--- config.mk ---
export PLATFORM = sky130hd
export DESIGN_NAME = ipv4_dotted_decimal_parser_unit
export DESIGN_NICKNAME = d
export VERILOG_FILES = /design/src/rtl/ipv4p_pkg.sv /design/src/rtl/ipv4_dotted_decimal_parser_unit.sv /design/src/rtl/ipv4p_class.sv /design/src/rtl/ipv4p_core.sv
export SDC_FILE = /design/constraint.sdc
export NUM_CORES = 1
export LEC_CHECK = 0
export ABC_AREA = 1
export BUFFER_PORTS_ARGS = -buffer_cell sky130_fd_sc_hd__clkbuf_2
export CAP_MARGIN = 40
export CORE_MARGIN = 2
export CORE_UTILIZATION = 59
export DETAILED_ROUTE_END_ITERATION = 7
export HOLD_SLACK_MARGIN = 0.03
export PLACE_DENSITY = 0.8
export SLEW_MARGIN = 20
export SYNTH_ARGS = -nofsm -noshare
export SYNTH_HDL_FRONTEND = slang
export SYNTH_SLANG_ARGS = --single-unit
--- constraint.sdc ---
create_clock -name aclk -period 3.9 [get_ports aclk]
set_input_delay 0.585 -clock aclk [delete_from_list [all_inputs] [get_ports aclk]]
set_output_delay 0.585 -clock aclk [all_outputs]
set_load 0.01 [all_outputs]
--- src/rtl/ipv4p_pkg.sv ---
// ----------------------------------------------------------------------------
// ipv4p_pkg
// Shared types and constants for the dotted-decimal IPv4 text parser.
// ----------------------------------------------------------------------------
package ipv4p_pkg;

    localparam int unsigned CHAR_W      = 8;
    localparam int unsigned OCTET_W     = 8;
    localparam int unsigned DIGIT_W     = 4;
    localparam int unsigned ADDR_W      = 32;
    localparam int unsigned COUNT_W     = 2;
    localparam int unsigned ACC_W       = 12;   // octet * 10 + 9 fits in 12 bits

    localparam logic [CHAR_W-1:0]  CHAR_DOT   = 8'h2E;
    localparam logic [CHAR_W-1:0]  CHAR_ZERO  = 8'h30;
    localparam logic [CHAR_W-1:0]  CHAR_NINE  = 8'h39;
    localparam logic [CHAR_W-1:0]  CHAR_SPACE = 8'h20;
    localparam logic [CHAR_W-1:0]  CHAR_TAB   = 8'h09;
    localparam logic [CHAR_W-1:0]  CHAR_CR    = 8'h0D;
    localparam logic [ACC_W-1:0]   OCTET_MAX  = 12'd255;
    // Closed octets needed before the end of the text: three dots
    localparam logic [COUNT_W-1:0] DOTS_FULL  = 2'd3;

    // Character class of one input byte
    typedef struct packed {
        logic               is_digit;
        logic               is_dot;
        logic               is_white;
        logic [DIGIT_W-1:0] digit;
    } char_class_t;

    // Result of one complete text
    typedef struct packed {
        logic              ok;
        logic [ADDR_W-1:0] address;
    } parse_result_t;

endpackage

--- src/rtl/ipv4_dotted_decimal_parser_unit.sv ---
// ----------------------------------------------------------------------------
// ipv4_dotted_decimal_parser_unit
// Parses dotted-decimal IPv4 address text, one character per item.
// ----------------------------------------------------------------------------
// The block takes one character per item and sustains one item per clock
// cycle unless a final character waits: each character is held in an input
// register and is folded into the parse state by a single multiply-by-ten,
// add and compare in the following cycle. On the item with s_tlast set, one
// result item (ok flag on m_tuser, address on m_tdata, first octet in bits
// 31..24, zero when not ok) enters the output register as that character
// leaves the input register, at the next edge after its acceptance if the
// output register is free. The parse state is cleared at that edge for the
// next text. The input side keeps accepting while a result waits on
// m_tready; only a final character waits for a free output register.
module ipv4_dotted_decimal_parser_unit
    import ipv4p_pkg::*;
(
    input  logic        aclk,
    input  logic        aresetn,
    // Input stream
    input  logic        s_tvalid,
    output logic        s_tready,
    input  logic [7:0]  s_tdata,    // [7:0] char_in
    input  logic        s_tlast,    // last
    // Result stream
    output logic        m_tvalid,
    input  logic        m_tready,
    output logic [31:0] m_tdata,    // [31:0] address
    output logic        m_tuser     // [0] ok
);

    logic              in_valid_reg;
    logic [CHAR_W-1:0] in_char_reg;
    logic              in_last_reg;
    logic              out_valid_reg;
    logic              out_ok_reg;
    logic [ADDR_W-1:0] out_addr_reg;
    logic              out_free;
    logic              advance;
    char_class_t       char_class;
    parse_result_t     result;

    // A final character may only leave when the result register is free
    assign out_free = !out_valid_reg || m_tready;
    assign advance  = in_valid_reg && (!in_last_reg || out_free);
    assign s_tready = !in_valid_reg || advance;

    // Hold the accepted character
    always_ff @(posedge aclk) begin
        if (!aresetn) begin
            in_valid_reg <= 1'b0;
        end else if (s_tready) begin
            in_valid_reg <= s_tvalid;
        end
    end

    always_ff @(posedge aclk) begin
        if (s_tready && s_tvalid) begin
            in_char_reg <= s_tdata;
            in_last_reg <= s_tlast;
        end
    end

    ipv4p_class u_class (
        .char_i  (in_char_reg),
        .class_o (char_class)
    );

    ipv4p_core u_core (
        .aclk     (aclk),
        .aresetn  (aresetn),
        .step_i   (advance),
        .class_i  (char_class),
        .last_i   (in_last_reg),
        .result_o (result)
    );

    // Load the result on the final character, drop it once taken
    always_ff @(posedge aclk) begin
        if (!aresetn) begin
            out_valid_reg <= 1'b0;
        end else if (advance && in_last_reg) begin
            out_valid_reg <= 1'b1;
        end else if (m_tready) begin
            out_valid_reg <= 1'b0;
        end
    end

    always_ff @(posedge aclk) begin
        if (advance && in_last_reg) begin
            out_ok_reg   <= result.ok;
            out_addr_reg <= result.address;
        end
    end

    assign m_tvalid = out_valid_reg;
    assign m_tdata  = out_addr_reg;
    assign m_tuser  = out_ok_reg;

endmodule

--- src/rtl/ipv4p_class.sv ---
// ----------------------------------------------------------------------------
// ipv4p_class
// Sorts one character byte into digit, dot, white space or other.
// ----------------------------------------------------------------------------
module ipv4p_class
    import ipv4p_pkg::*;
(
    input  logic [CHAR_W-1:0] char_i,
    output char_class_t       class_o
);

    logic [CHAR_W-1:0] digit_full;

    // Subtract the '0' code; only the low nibble matters for real digits
    assign digit_full = char_i - CHAR_ZERO;

    always_comb begin
        class_o.is_digit = (char_i >= CHAR_ZERO) && (char_i <= CHAR_NINE);
        class_o.is_dot   = (char_i == CHAR_DOT);
        class_o.is_white = (char_i == CHAR_SPACE) ||
                           ((char_i >= CHAR_TAB) && (char_i <= CHAR_CR));
        class_o.digit    = digit_full[DIGIT_W-1:0];
    end

endmodule

--- src/rtl/ipv4p_core.sv ---
// ----------------------------------------------------------------------------
// ipv4p_core
// Parse state and its combinational update per character; builds the result
// on the final character and clears the state behind it.
// ----------------------------------------------------------------------------
module ipv4p_core
    import ipv4p_pkg::*;
(
    input  logic          aclk,
    input  logic          aresetn,
    input  logic          step_i,     // one item advances this cycle
    input  char_class_t   class_i,
    input  logic          last_i,
    output parse_result_t result_o
);

    logic [OCTET_W-1:0] octet_value_reg,  octet_value_next;
    logic               have_digit_reg,   have_digit_next;
    logic [COUNT_W-1:0] octet_count_reg,  octet_count_next;
    logic [OCTET_W-1:0] done0_reg, done0_next;
    logic [OCTET_W-1:0] done1_reg, done1_next;
    logic [OCTET_W-1:0] done2_reg, done2_next;
    logic               failed_reg,       failed_next;
    logic               seen_text_reg,    seen_text_next;
    logic               trail_reg,        trail_next;

    logic [ACC_W-1:0]   acc;

    // Running value times ten plus the new digit
    assign acc = {1'b0, octet_value_reg, 3'b000} + {3'b000, octet_value_reg, 1'b0}
               + {{(ACC_W-DIGIT_W){1'b0}}, class_i.digit};

    // Update the state for the current character
    always_comb begin
        octet_value_next = octet_value_reg;
        have_digit_next  = have_digit_reg;
        octet_count_next = octet_count_reg;
        done0_next       = done0_reg;
        done1_next       = done1_reg;
        done2_next       = done2_reg;
        failed_next      = failed_reg;
        seen_text_next   = seen_text_reg;
        trail_next       = trail_reg;
        if (!failed_reg) begin
            priority if (class_i.is_white) begin
                if (seen_text_reg) begin
                    trail_next = 1'b1;
                end
            end else if (trail_reg) begin
                failed_next = 1'b1;
            end else if (class_i.is_digit) begin
                seen_text_next = 1'b1;
                if (acc > OCTET_MAX) begin
                    failed_next = 1'b1;
                end else begin
                    octet_value_next = acc[OCTET_W-1:0];
                    have_digit_next  = 1'b1;
                end
            end else if (class_i.is_dot) begin
                seen_text_next = 1'b1;
                if (!have_digit_reg || (octet_count_reg == DOTS_FULL)) begin
                    failed_next = 1'b1;
                end else begin
                    unique case (octet_count_reg)
                        2'd0:    done0_next = octet_value_reg;
                        2'd1:    done1_next = octet_value_reg;
                        default: done2_next = octet_value_reg;
                    endcase
                    octet_count_next = octet_count_reg + 1'b1;
                    octet_value_next = '0;
                    have_digit_next  = 1'b0;
                end
            end else begin
                seen_text_next = 1'b1;
                failed_next    = 1'b1;
            end
        end
    end

    // Build the result from the updated state
    always_comb begin
        result_o.ok = !failed_next && have_digit_next && (octet_count_next == DOTS_FULL);
        if (result_o.ok) begin
            result_o.address = {done0_next, done1_next, done2_next, octet_value_next};
        end else begin
            result_o.address = '0;
        end
    end

    // Advance the state; clear it behind the final character
    always_ff @(posedge aclk) begin
        if (!aresetn) begin
            octet_value_reg <= '0;
            have_digit_reg  <= 1'b0;
            octet_count_reg <= '0;
            done0_reg       <= '0;
            done1_reg       <= '0;
            done2_reg       <= '0;
            failed_reg      <= 1'b0;
            seen_text_reg   <= 1'b0;
            trail_reg       <= 1'b0;
        end else if (step_i) begin
            if (last_i) begin
                octet_value_reg <= '0;
                have_digit_reg  <= 1'b0;
                octet_count_reg <= '0;
                done0_reg       <= '0;
                done1_reg       <= '0;
                done2_reg       <= '0;
                failed_reg      <= 1'b0;
                seen_text_reg   <= 1'b0;
                trail_reg       <= 1'b0;
            end else begin
                octet_value_reg <= octet_value_next;
                have_digit_reg  <= have_digit_next;
                octet_count_reg <= octet_count_next;
                done0_reg       <= done0_next;
                done1_reg       <= done1_next;
                done2_reg       <= done2_next;
                failed_reg      <= failed_next;
                seen_text_reg   <= seen_text_next;
                trail_reg       <= trail_next;
            end
        end
    end

    // State clears after the final character
    a_clear_after_last: assert property (@(posedge aclk) disable iff (!aresetn)
        step_i && last_i |=> (octet_count_reg == '0) && !failed_reg && !seen_text_reg
                             && !have_digit_reg)
        else $error("parse state not cleared after final character");

    // Trailing white space only follows text
    a_trail_needs_text: assert property (@(posedge aclk) disable iff (!aresetn)
        trail_reg |-> seen_text_reg)
        else $error("trailing space flagged without text");

    // A non-zero running octet implies a digit was taken
    a_value_needs_digit: assert property (@(posedge aclk) disable iff (!aresetn)
        (octet_value_reg != '0) |-> have_digit_reg)
        else $error("octet value without a digit");

    // A good result never carries a failure
    a_ok_not_failed: assert property (@(posedge aclk) disable iff (!aresetn)
        step_i && last_i && result_o.ok |-> !failed_reg)
        else $error("ok result after failure");

endmodule
---- Yosys cells after proc, flatten, opt, wreduce, memory -nomap -nowiden ----
Cells that the tools add are included.
storage, ports and cells
  register bits after elaboration ......... 82
  input bits .............................. 13
  output and inout bits ................... 35
  word-level logic and storage cells ...... 121
operators by class
  add/subtract/negate cells ............... 4
  magnitude comparators ................... 5
  equal/unequal tests ..................... 8
  mux-type cells .......................... 65
  reduce and logical (&&, ||, !) cells .... 24
operators by type and width
  operator                                                                              count
  8-bit two-way mux                                                                     32
  1-bit two-way mux                                                                     26
  8-bit by 6-bit == test with 1-bit output (second input constant)                      2
  2-bit two-way mux                                                                     7
  11-bit by 9-bit adder with 12-bit output                                              1
  12-bit by 4-bit adder with 12-bit output                                              1
  12-bit by 8-bit greater-than comparator with 1-bit output (second input constant)     1
  8-bit by 4-bit greater-or-equal comparator with 1-bit output (second input constant)  1
  8-bit by 6-bit greater-or-equal comparator with 1-bit output (second input constant)  1
  8-bit by 4-bit <= comparator with 1-bit output (second input constant)                1
  8-bit by 6-bit <= comparator with 1-bit output (second input constant)                1
  4-bit AND reduction                                                                   2
  1-bit logical AND                                                                     7
  2-bit != test (second input constant)                                                 3
  2-bit nonzero test                                                                    3
  1-bit logical NOT                                                                     5
  1-bit logical OR                                                                      5
  2-bit == test (second input constant)                                                 2
  4-bit by 1-bit subtractor with 4-bit output (second input constant)                   1
  2-bit by 1-bit adder with 2-bit output (second input constant)                        1
  2-bit by 1-bit == test with 1-bit output (second input constant)                      1
  2-bit logical NOT                                                                     1
  2-bit OR reduction                                                                    1

---- Depth between registers and ports, before layout ----
Gate-level depths: netlist of the first run.
  depth after elaboration ................. 11
  gate-level depth with buffers ........... 19
  gate-level depth less buffers ........... 19

---- By module ----
From an unflattened synthesis of the first run, not the netlist that was laid out.
second synthesis, totals
  cells, all modules ...................... 541
  area, all modules ....................... 4496.8 µm²
modules (own cells, without submodules)
  module                           instances  cells each  area each (µm²)  seq. area each (µm²)
  ipv4p_core                       1          448         2956.6           760.7
  ipv4_dotted_decimal_parser_unit  1          61          1382.6           1301.2
  ipv4p_class                      1          32          157.7            0.0

---- Worst setup path before layout of the first run ----
Ideal clock, no wire load.
  kind .................................... register -> register
  start ................................... reg in_char_reg[3]
  end ..................................... reg out_addr_reg[31] (netlist: m_tdata[31]), data pin
  setup time .............................. 258 ps
  arrival time ............................ 2636 ps
  data required time ...................... 3642 ps
  slack ................................... 1006 ps
  stages on the path, launching flop included .. 19
  path buffers ............................ 1
  clock period less this slack ............ 2894 ps
  cells stage by stage .................... edfxtp_1 -> fa_1 -> inv_1 -> fa_1 -> inv_1 -> nand2_1 -> nand2_1 -> nand3_1 -> nand2_1 -> nand2_1 -> nand2_1 -> nor2_2 -> nand2_2 -> nand2_1 -> nand2_1 -> nand3_2 -> nand4_4 -> buf_6 -> nor2_2
on the way
  cells in the longest elaborated chain, start to end .. 11
  elaborated cells between the ends (all ways) .. 38
  classes of those cells .................. add/sub: 2; order compare: 5; eq/ne: 3; mux: 22; reduce/logical: 6
ends and longest elaborated chain
  what                                                       line                                   source
  start: declaration                                         ipv4_dotted_decimal_parser_unit.sv:33  logic [CHAR_W-1:0] in_char_reg;
  start signal: assignment                                   ipv4_dotted_decimal_parser_unit.sv:59  in_char_reg <= s_tdata;
  4-bit by 1-bit subtractor with 4-bit output                ipv4p_class.sv:15                      assign digit_full = char_i - CHAR_ZERO;
  12-bit by 4-bit adder with 12-bit output                   ipv4p_core.sv:31                       + {{(ACC_W-DIGIT_W){1'b0}}, class_i.digit};
  12-bit by 8-bit greater-than comparator with 1-bit output  ipv4p_core.sv:53                       if (acc > OCTET_MAX) begin
  1-bit two-way mux                                          ipv4p_core.sv:53
  1-bit two-way mux                                          ipv4p_core.sv:51                       end else if (class_i.is_digit) begin
  1-bit two-way mux                                          ipv4p_core.sv:49                       end else if (trail_reg) begin
  1-bit two-way mux                                          ipv4p_core.sv:45                       priority if (class_i.is_white) begin
  1-bit two-way mux                                          ipv4p_core.sv:44                       if (!failed_reg) begin
  1-bit logical NOT                                          ipv4p_core.sv:82                       result_o.ok = !failed_next && have_digit_next && (octet_count_next == DOTS_FULL);
  1-bit logical AND (2 in a row)                             ipv4p_core.sv:82
  end signal: assignment                                     ipv4_dotted_decimal_parser_unit.sv:92  out_addr_reg <= result.address;
  end: declaration                                           ipv4_dotted_decimal_parser_unit.sv:37  logic [ADDR_W-1:0] out_addr_reg;
Parallel ways exist; a longest one is shown, timed or not.
A chain may end at the register's enable or synchronous reset.

---- Worst setup path in the final report of the first run ----
  start ................................... reg in_char_reg[3]
  end ..................................... reg out_addr_reg[25] (netlist: m_tdata[25]), data pin
Same word-level chain as after synthesis.

==> results.md, run 1 <==
- The cell area after synthesis is 4680 um^2.
- In this run the power spent charging and discharging nets is 0.439 mW.
- Yosys printed 0 warnings.
- The count of input and output buffers is 47.
- The number of gates resized after CTS was 0.
- The post-placement cell count is 750.
- The cell at the root of the clock tree is clkbuf_8.
- The synthesis-to-finish area growth is 11.7%.
- Post-CTS timing repair inserted 0 buffers for setup.
- The clock tree skew after final layout is 0.0115 ns.
- The number of antenna violations at the first check in global routing came to 0.
- Setup repair after global routing left no endpoint under its margin.
- The number of failing setup endpoints in the final timing report is 0.
- The clock network latency to the later pin of the worst-skew pair is 0.37 ns.
- Cells with a size suffix above 1 make up 18.1% of the layout.
- Per report_power, the sequential group accounts for 56.7% of the total.
- The time the worst path needs with I/O delays and setup is 3.56 ns.
- The transition time at the pin with the least slew margin is 0.734 ns.
- The cell-internal power is 1.20 mW.
- The number of hold violations in the final report is 0.
- The distinct cell type count of the synthesized netlist is 31.
- The final net count is 692.
- The global-route wire length before repair is 17.5 mm.
- STA puts the critical path data arrival time at 3.79 ns.
- Entering global routing, the biggest net connects 38 pins.
- The total overflow left after global routing is 0.
- The critical path startpoint category is a register.
- The number of pins exceeding their max-slew limit in the final report is 0.
- The post-route setup TNS is 0 ns.
- Detailed placement ended at an HPWL of 7.21 mm.
- For this run, the register share of the synthesized area comes to 44.0%.
- The flip-flop and latch area is 2060 um^2.
- The count of cells in the finished layout, fillers not included, comes to 766.
- In this run the tightest slew margin relative to its limit is 51.0%.
- The path class of the tightest hold or removal check is input port to register.
- The share of the cycle needed by the critical path after routing is 91.3%.
- For this design the static power due to leakage is 2.31 nW.
- The repair_antennas step left the layout with diodes totalling 0.
- The worst setup path category is register to register.
- The switching share of power is 26.8%.
- Measured along the x axis, the die boundary spans 93.1 um.
- The maximum resistive drop on vdd is 0.000203 V.
- The required time at the endpoint of the critical path is 4.13 ns.
- Timing would allow up to 0.281 GHz.
- After detailed routing, the average wire length per cell comes to 13.6 um.
- The ratio of total power to cell area is 313 nW/um^2.
- In the routed layout, each cell is associated on average with a via count of 5.33.
- The number of instances in the synthesized netlist is 614.
- For this design, the sink count on the clock tree is 82.
- TritonCTS built the clock tree.
- The max capacitance violation total is 0.
- For this block, the initial DRC count from the detailed router was 236.
- The synthesized design contains 82 register bits.
- The area of the core is 7730 um^2.
- The H-tree depth is 3.
- The via total after detailed routing is 4086.
- For this configuration, the core starts out at a cell density of 60.6%.
- In this run the worst path has a maximum fanout of 21.
- The final layout contains routed wiring with a total length of 10.4 mm.
- The worst setup path is captured at a register.
- Global routing used 25.5% of the available tracks.
- After clock tree synthesis, the flow added hold-fix buffers numbering 0.
- The site row count is 32.
- The post-synth net total is 647.
- The proportion of power drawn by the clock network is 37.0%.
- The source of the critical timing path is in_char_reg[3].
- The CTS buffer count is 9.
- Per report_power, the combinational group accounts for 6.3% of the total.
- The worst register-to-register path begins at in_char_reg[3].
- The flip-flop count of the largest register after layout is 32.
- The startpoint of the most critical hold path is s_tdata[3].
- Measured along the y axis, the die boundary spans 93.1 um.
- The weighted congestion reported at the end of routability-driven placement is 0.962.
- The count of boundary I/O pins is 48.
- The buffer depth of the longest clock path is 2.
- In the final layout, the multi-input gates occupy 2230 um^2.
- The clock transition at the registers of the reported paths is 0.09 ns.
- The number of DRC violations after detailed routing is 0.
- The area of the die is 8670 um^2.
- The number of global-route vias before repair is 3812.
- The number of detailed-routing iterations run before antenna repair is 5.
- The flow ran to the end, and the final reports show no timing, DRC or antenna violations.
- The count of antenna-violating nets left after detailed routing is 0.
- The average instance area after synthesis is 7.63 um^2.
- The total of fill cells in the finished design is 661.
==> synthesized netlist by cell type, drive strengths merged <==
master / count / area share (%)
nand2: 186 / 15
inv: 70 / 5.6
nor2: 69 / 6.9
o21ai: 49 / 5.2
a21oi: 45 / 4.8
edfxtp: 42 / 27
dfxtp: 40 / 17
nand3: 27 / 3.2
ha: 18 / 4.8
o211ai: 16 / 2.6
clkbuf: 15 / 1.2
or2: 10 / 1.3
buf: 9 / 1.4
nand4: 4 / 1.1
xor2: 3 / 0.56
clkinv: 2 / 0.16
fa: 2 / 0.85
xnor2: 2 / 0.37
a211oi: 1 / 0.16
nand3b: 1 / 0.16
nor3: 1 / 0.11
o21a: 1 / 0.16
o22ai: 1 / 0.27
==> critical path: stages (launching register included) <==
cell and delay (ns):
edfxtp_1 0.51, fa_1 0.61, inv_1 0.07, fa_1 0.46, inv_1 0.07, nand2_1 0.04
nand2_1 0.10, nand3_1 0.11, nand3_1 0.10, nand2_1 0.07, nor2_2 0.11, nand2_2 0.11
nand2_1 0.09, nand2_1 0.07, nand3_2 0.09, nand4_4 0.35, buf_4 0.36, nor2_1 0.10
==> power by group through the flow <==
stage               Clock, mW  Combinational [mW]  Sequential [mW]
floorplan                   0              0.0656            0.949
global placement            0              0.0949            0.948
detailed placement          0               0.103            0.948
CTS                     0.615               0.104            0.928
global route            0.649               0.116            0.930
finish                  0.607               0.104            0.928
==> routing by layer <==
metal	global-route usage [%]	vias up	part of all wire, %
met5	0	-	0
li1	-	2088	-
met2	41.9	142	48
met1	33.3	1826	43
met3	2.98	30	5.3
met4	13.4	0	3.4
==> cell usage in the layout, fill, tap and decap left out, drive strengths merged, types with 11 or more instances in the layout <==
master	synthesis	routed
ha	18	18
o211ai	16	16
buf	9	11
o21ai	49	49
dfxtp	40	40
clkbuf	15	56
a21oi	45	45
inv	70	74
nand3	27	27
nand2	186	186
edfxtp	42	42
nor2	69	69
==> worst paths after layout <==
check | slack (ns) | cells after the start | end
setup / recovery | 0.34 | 17 | m_tdata[25]
hold / removal | 0.39 | 1 | in_char_reg[3]
setup reg to reg | 0.34 | 17 | m_tdata[25]
hold reg to reg | 0.47 | 2 | u_core.done2_reg[7]
==> area by class of cell <==
| class | count | area share (%) |
|---|---|---|
| tap | 102 | 2.44 |
| sequential | 82 | 39.4 |
| clock inverter | 7 | 1.32 |
| clock buffer | 9 | 2.37 |
| multi-input combinational | 436 | 42.7 |
| timing repair buffer | 58 | 6.60 |
| inverter | 72 | 5.16 |
==> logic make-up after synthesis <==
logic type | count (synthesis) | share of synthesized area [%]
xor gates and xnor gates | 5 | 0.935
adders and majority gates | 20 | 5.66
AOI/OAI and AO/OA | 113 | 13.2
and+or+nand+nor | 298 | 27.9
buffers and inverters | 96 | 8.33
DFF | 82 | 44.0
==> stage by stage <==
stage | hold WS [ns] | setup WS (ns) | util [%] | power (mW) | cell area (um^2)
finish | 0.387 | 0.341 | 67.7 | 1.64 | 5230
global route | 0.380 | 0.0182 | 67.7 | 1.70 | 5230
CTS | 0.378 | 0.332 | 67.7 | 1.65 | 5230
detailed placement | 0.454 | 0.379 | 65.2 | 1.05 | 5040
global placement | 0.447 | 0.557 | 64.7 | 1.04 | 5000
floorplan | 0.441 | 1.01 | - | 1.01 | 4680
No activity file was read; power rests on OpenSTA's default activity.
==> run 2, diff against run 1 <==
--- a/config.mk
+++ b/config.mk
@@ -16,4 +16,5 @@
 export SLEW_MARGIN = 20
 export SYNTH_ARGS = -nofsm -noshare
 export SYNTH_HDL_FRONTEND = slang
+export SYNTH_HIERARCHICAL = 1
 export SYNTH_SLANG_ARGS = --single-unit
==> run 2 against run 1 <==
Die area fell by 3.8%. Register-to-register slack improved by 0.11 ns. Worst hold slack improved by 0.0018 ns. Sequential cell count did not move. Cell area fell by 5.5%.
==> results.md, run 2 <==
- The flow ran to the end, and the final reports show no timing, DRC or antenna violations.
- The warning count from the yosys run came to 6 (+6).
- The count of input and output buffers is 47 (unchanged).
- The ratio of total power to cell area is 327 nW/um^2 (+4.3%).
- The via total after detailed routing is 3550 (-13%).
- The total power draw is 1.62 mW (-1.4%).
- The standby leakage power came to 1.94 nW (-16%).
- The buffer depth of the longest clock path is 2 (unchanged).
- The number of global-route vias before repair is 3357 (-12%).
- Among all flip-flop cells after synthesis, the most frequent one is edfxtp_1.
- The global-route wire length before repair is 14.9 mm (-15%).
- The number of instances in the synthesized netlist is 541 (-12%).
- The root buffer cell chosen for the clock tree is clkbuf_8.
- The post-route cell area came to 4950 um^2 (-5.5%).
- The count of boundary I/O pins is 48 (unchanged).
- The pin count of the biggest net entering global routing is 37 (-2.6%).
- From synthesis to final layout, the design area changed by 10.0%.
- The average instance area after synthesis is 8.31 um^2 (+8.9%).
- The number of failing setup endpoints in the final timing report came to 0 (unchanged).
- Summed over all instances, the cell type with the most area after synthesis is edfxtp_1.
- The total routed wirelength was 8.71 mm (-16%).
- The number of antenna violations at the first check in global routing was 0 (unchanged).
- The CTS buffer count was 9 (unchanged).
- The number of clock sinks seen by CTS is 82 (unchanged).
- The quantity of gates resized following cts is 0 (unchanged).
- The ratio of routed vias to standard cells is 5.17 (-3.0%).
- Setup repair after global routing left no endpoint under its margin.
- The routed length per instance was 12.7 um (-6.4%).
- The antenna cell count is 0 (unchanged).
- The weighted congestion reported at the end of routability-driven placement is 0.941 (-2.2%).
- The number of DRC violations after detailed routing is 0 (unchanged).
- The max capacitance violation total is 0 (unchanged).
- The horizontal die dimension is 91.3 um (-1.9%).
- The max-slew headroom at the worst pin is 47.3% (-3.7 points).
- The distinct cell type count of the synthesized netlist came to 35 (+13%).
- The worst setup path is captured at a register.
- The post-route setup TNS is 0 ns (unchanged).
- The number of detailed-routing iterations run before antenna repair is 5 (unchanged).
- The post-synthesis async set-or-reset flop share was 0% (unchanged).
- Leaving out fill and tap cells, the most frequent cells in the layout are nand2_1, inv_1, clkbuf_2, edfxtp_1, dfxtp_1.
- The share of the cycle needed by the critical path after routing is 88.5% (-2.8 points).
- The y dimension of the die was 91.3 um (-1.9%).
- The clock transition at the registers of the reported paths is 0.09 ns (about the same).
- The fraction of final layout cells with drive strength greater than 1 is 20.6% (+2.5 points).
- In the synthesized netlist, the cells that appear most often are nand2_1, inv_1, edfxtp_1.
- The achievable frequency is 0.290 GHz (+3.1%).
- The worst setup path category is register to register.
- By area the synthesized netlist is led by edfxtp_1, dfxtp_1, nand2_1.
- The clock network latency to the later pin of the worst-skew pair is 0.37 ns (about the same).
- The count of antenna-violating nets left after detailed routing came to 0 (unchanged).
- The required time at the endpoint of the critical path came to 4.10 ns (-0.03 ns).
- The time the worst path needs with I/O delays and setup is 3.45 ns (-0.107 ns).
- The post-detailed-placement half-perimeter wirelength was 6.27 mm (-13%).
- The post-synth net total is 574 (-11%).
- The effective utilization at floorplan is 61.3% (+0.72 points).
- The maximum resistive drop on vdd is 0.000243 V (+20%).
- The number of hold buffers added after cts came to 0 (unchanged).
- The number of pins exceeding their max-slew limit in the final report was 0 (unchanged).
- The part of the Yosys area used for sequential elements came to 45.9% (+1.8 points).
- The cell with the most instances after synthesis is nand2_1.
- The area share of the largest cell type after synthesis is 28.0% (+1.1 points).
- The flip-flop and latch count after synthesis is 82 (unchanged).
- The clock tree skew after final layout was 0.0192 ns (+0.00763 ns).
- The final net count is 615 (-11%).
- The site row count is 31 (-3.1%).
- The area of the die is 8340 um^2 (-3.8%).
- The CTS tree is built.
- The count of flip-flops with a built-in enable after synthesis is 42 (unchanged).
- The cell area after synthesis is 4500 um^2 (-4.0%).
- The number of hold violations in the final report is 0 (unchanged).
- The final hold slack was 0.389 ns (+0.00183 ns).
- The area of the core was 7330 um^2 (-5.1%).
- The flip-flop count of the largest register after layout is 32 (unchanged).
- The end-of-flow core utilization is 67.5% (-0.23 points).
- The H-tree depth is 3 (unchanged).
- The overall overflow remaining after global route was 0 (unchanged).
- The post-detailed-placement cell area is 4750 um^2 (-5.7%).
- The count of routing violations after the opening detailed-route iteration came to 258 (+9.3%).
- The critical path arrival is 3.66 ns (-0.13 ns).
- The tightest min-delay check is of the input port to register type.
- The library cell used most frequently in the layout, excluding fill and tap cells, is nand2_1.
- The transition time at the pin with the least slew margin came to 0.790 ns (+0.0562 ns).
- The post-CTS setup repair buffer count was 0 (unchanged).
- The biggest fanout along the worst timing path came to 33 (+57%).
- The critical path startpoint category is a register.
- The total routing resource utilization after global routing is 22.5% (-3.0 points).
==> run 2: cells by family after synthesis <==
group	after synthesis	share of synthesized area, %
simple gates	247	27.8
buf+inv	111	10.4
flops	82	45.9
compound gates	76	9.10
fa+ha+maj	20	5.90
xor+xnor	5	0.974
==> run 2: report_power, final <==
part           total (mW)  switching (mW)  leakage [nW]  internal [mW]
registers           0.935          0.0115         0.675          0.923
clock network       0.600           0.352        0.0926          0.248
logic              0.0805          0.0555          1.17         0.0250
total                1.62           0.419          1.94           1.20
==> run 2: area by class of cell <==
cell class | count | area (um^2)
flip-flops and latches | 82 | 2060
clock buffers | 9 | 124
clock inverters | 7 | 71.3
multi-input cells | 348 | 1970
fillers | 594 | 2380
inverters | 91 | 342
well taps | 99 | 124
repair buffers | 50 | 258
==> run 2: worst paths after layout <==
check	from	cells after the start	endpoint	slack [ns]
min	s_tdata[3]	1	in_char_reg[3]	0.39
min reg2reg	u_core/done2_reg[5]	2	u_core/done2_reg[5]	0.47
max reg2reg	in_char_reg[3]	15	m_tdata[0]	0.45
max	in_char_reg[3]	15	m_tdata[0]	0.45
==> run 2: layer usage <==
metal  track usage (%)  vias to the layer above  routed length (um)  part of all wire [%]
met2              38.0                      105                4400                    51
met5                 0                        -                   0                     0
met4              11.9                        0                 215                   2.5
met3              3.32                       21                 340                   3.9
met1              27.9                     1637                3750                    43
li1                  -                     1787                   -                     -
==> run 2: worst max-delay path: stages, from the launching register on <==
cell	delay, ns
edfxtp_1	0.48
inv_1	0.10
fa_1	0.53
inv_1	0.07
fa_1	0.47
nand2_1	0.09
nand2_1	0.09
nand3_1	0.12
nand2_1	0.06
nand2_1	0.06
nand2_1	0.08
nor2_4	0.12
nand3_4	0.15
a21oi_2	0.22
nand2_4	0.42
nor2_1	0.24
==> run 2: stage by stage <==
step / cells / worst slack (ns)
after floorplan: 541 / 0.979
after global placement: 670 / 0.585
after detailed placement: 670 / 0.446
after CTS: 686 / 0.420
after global routing: 686 / 0.148
final: 686 / 0.448
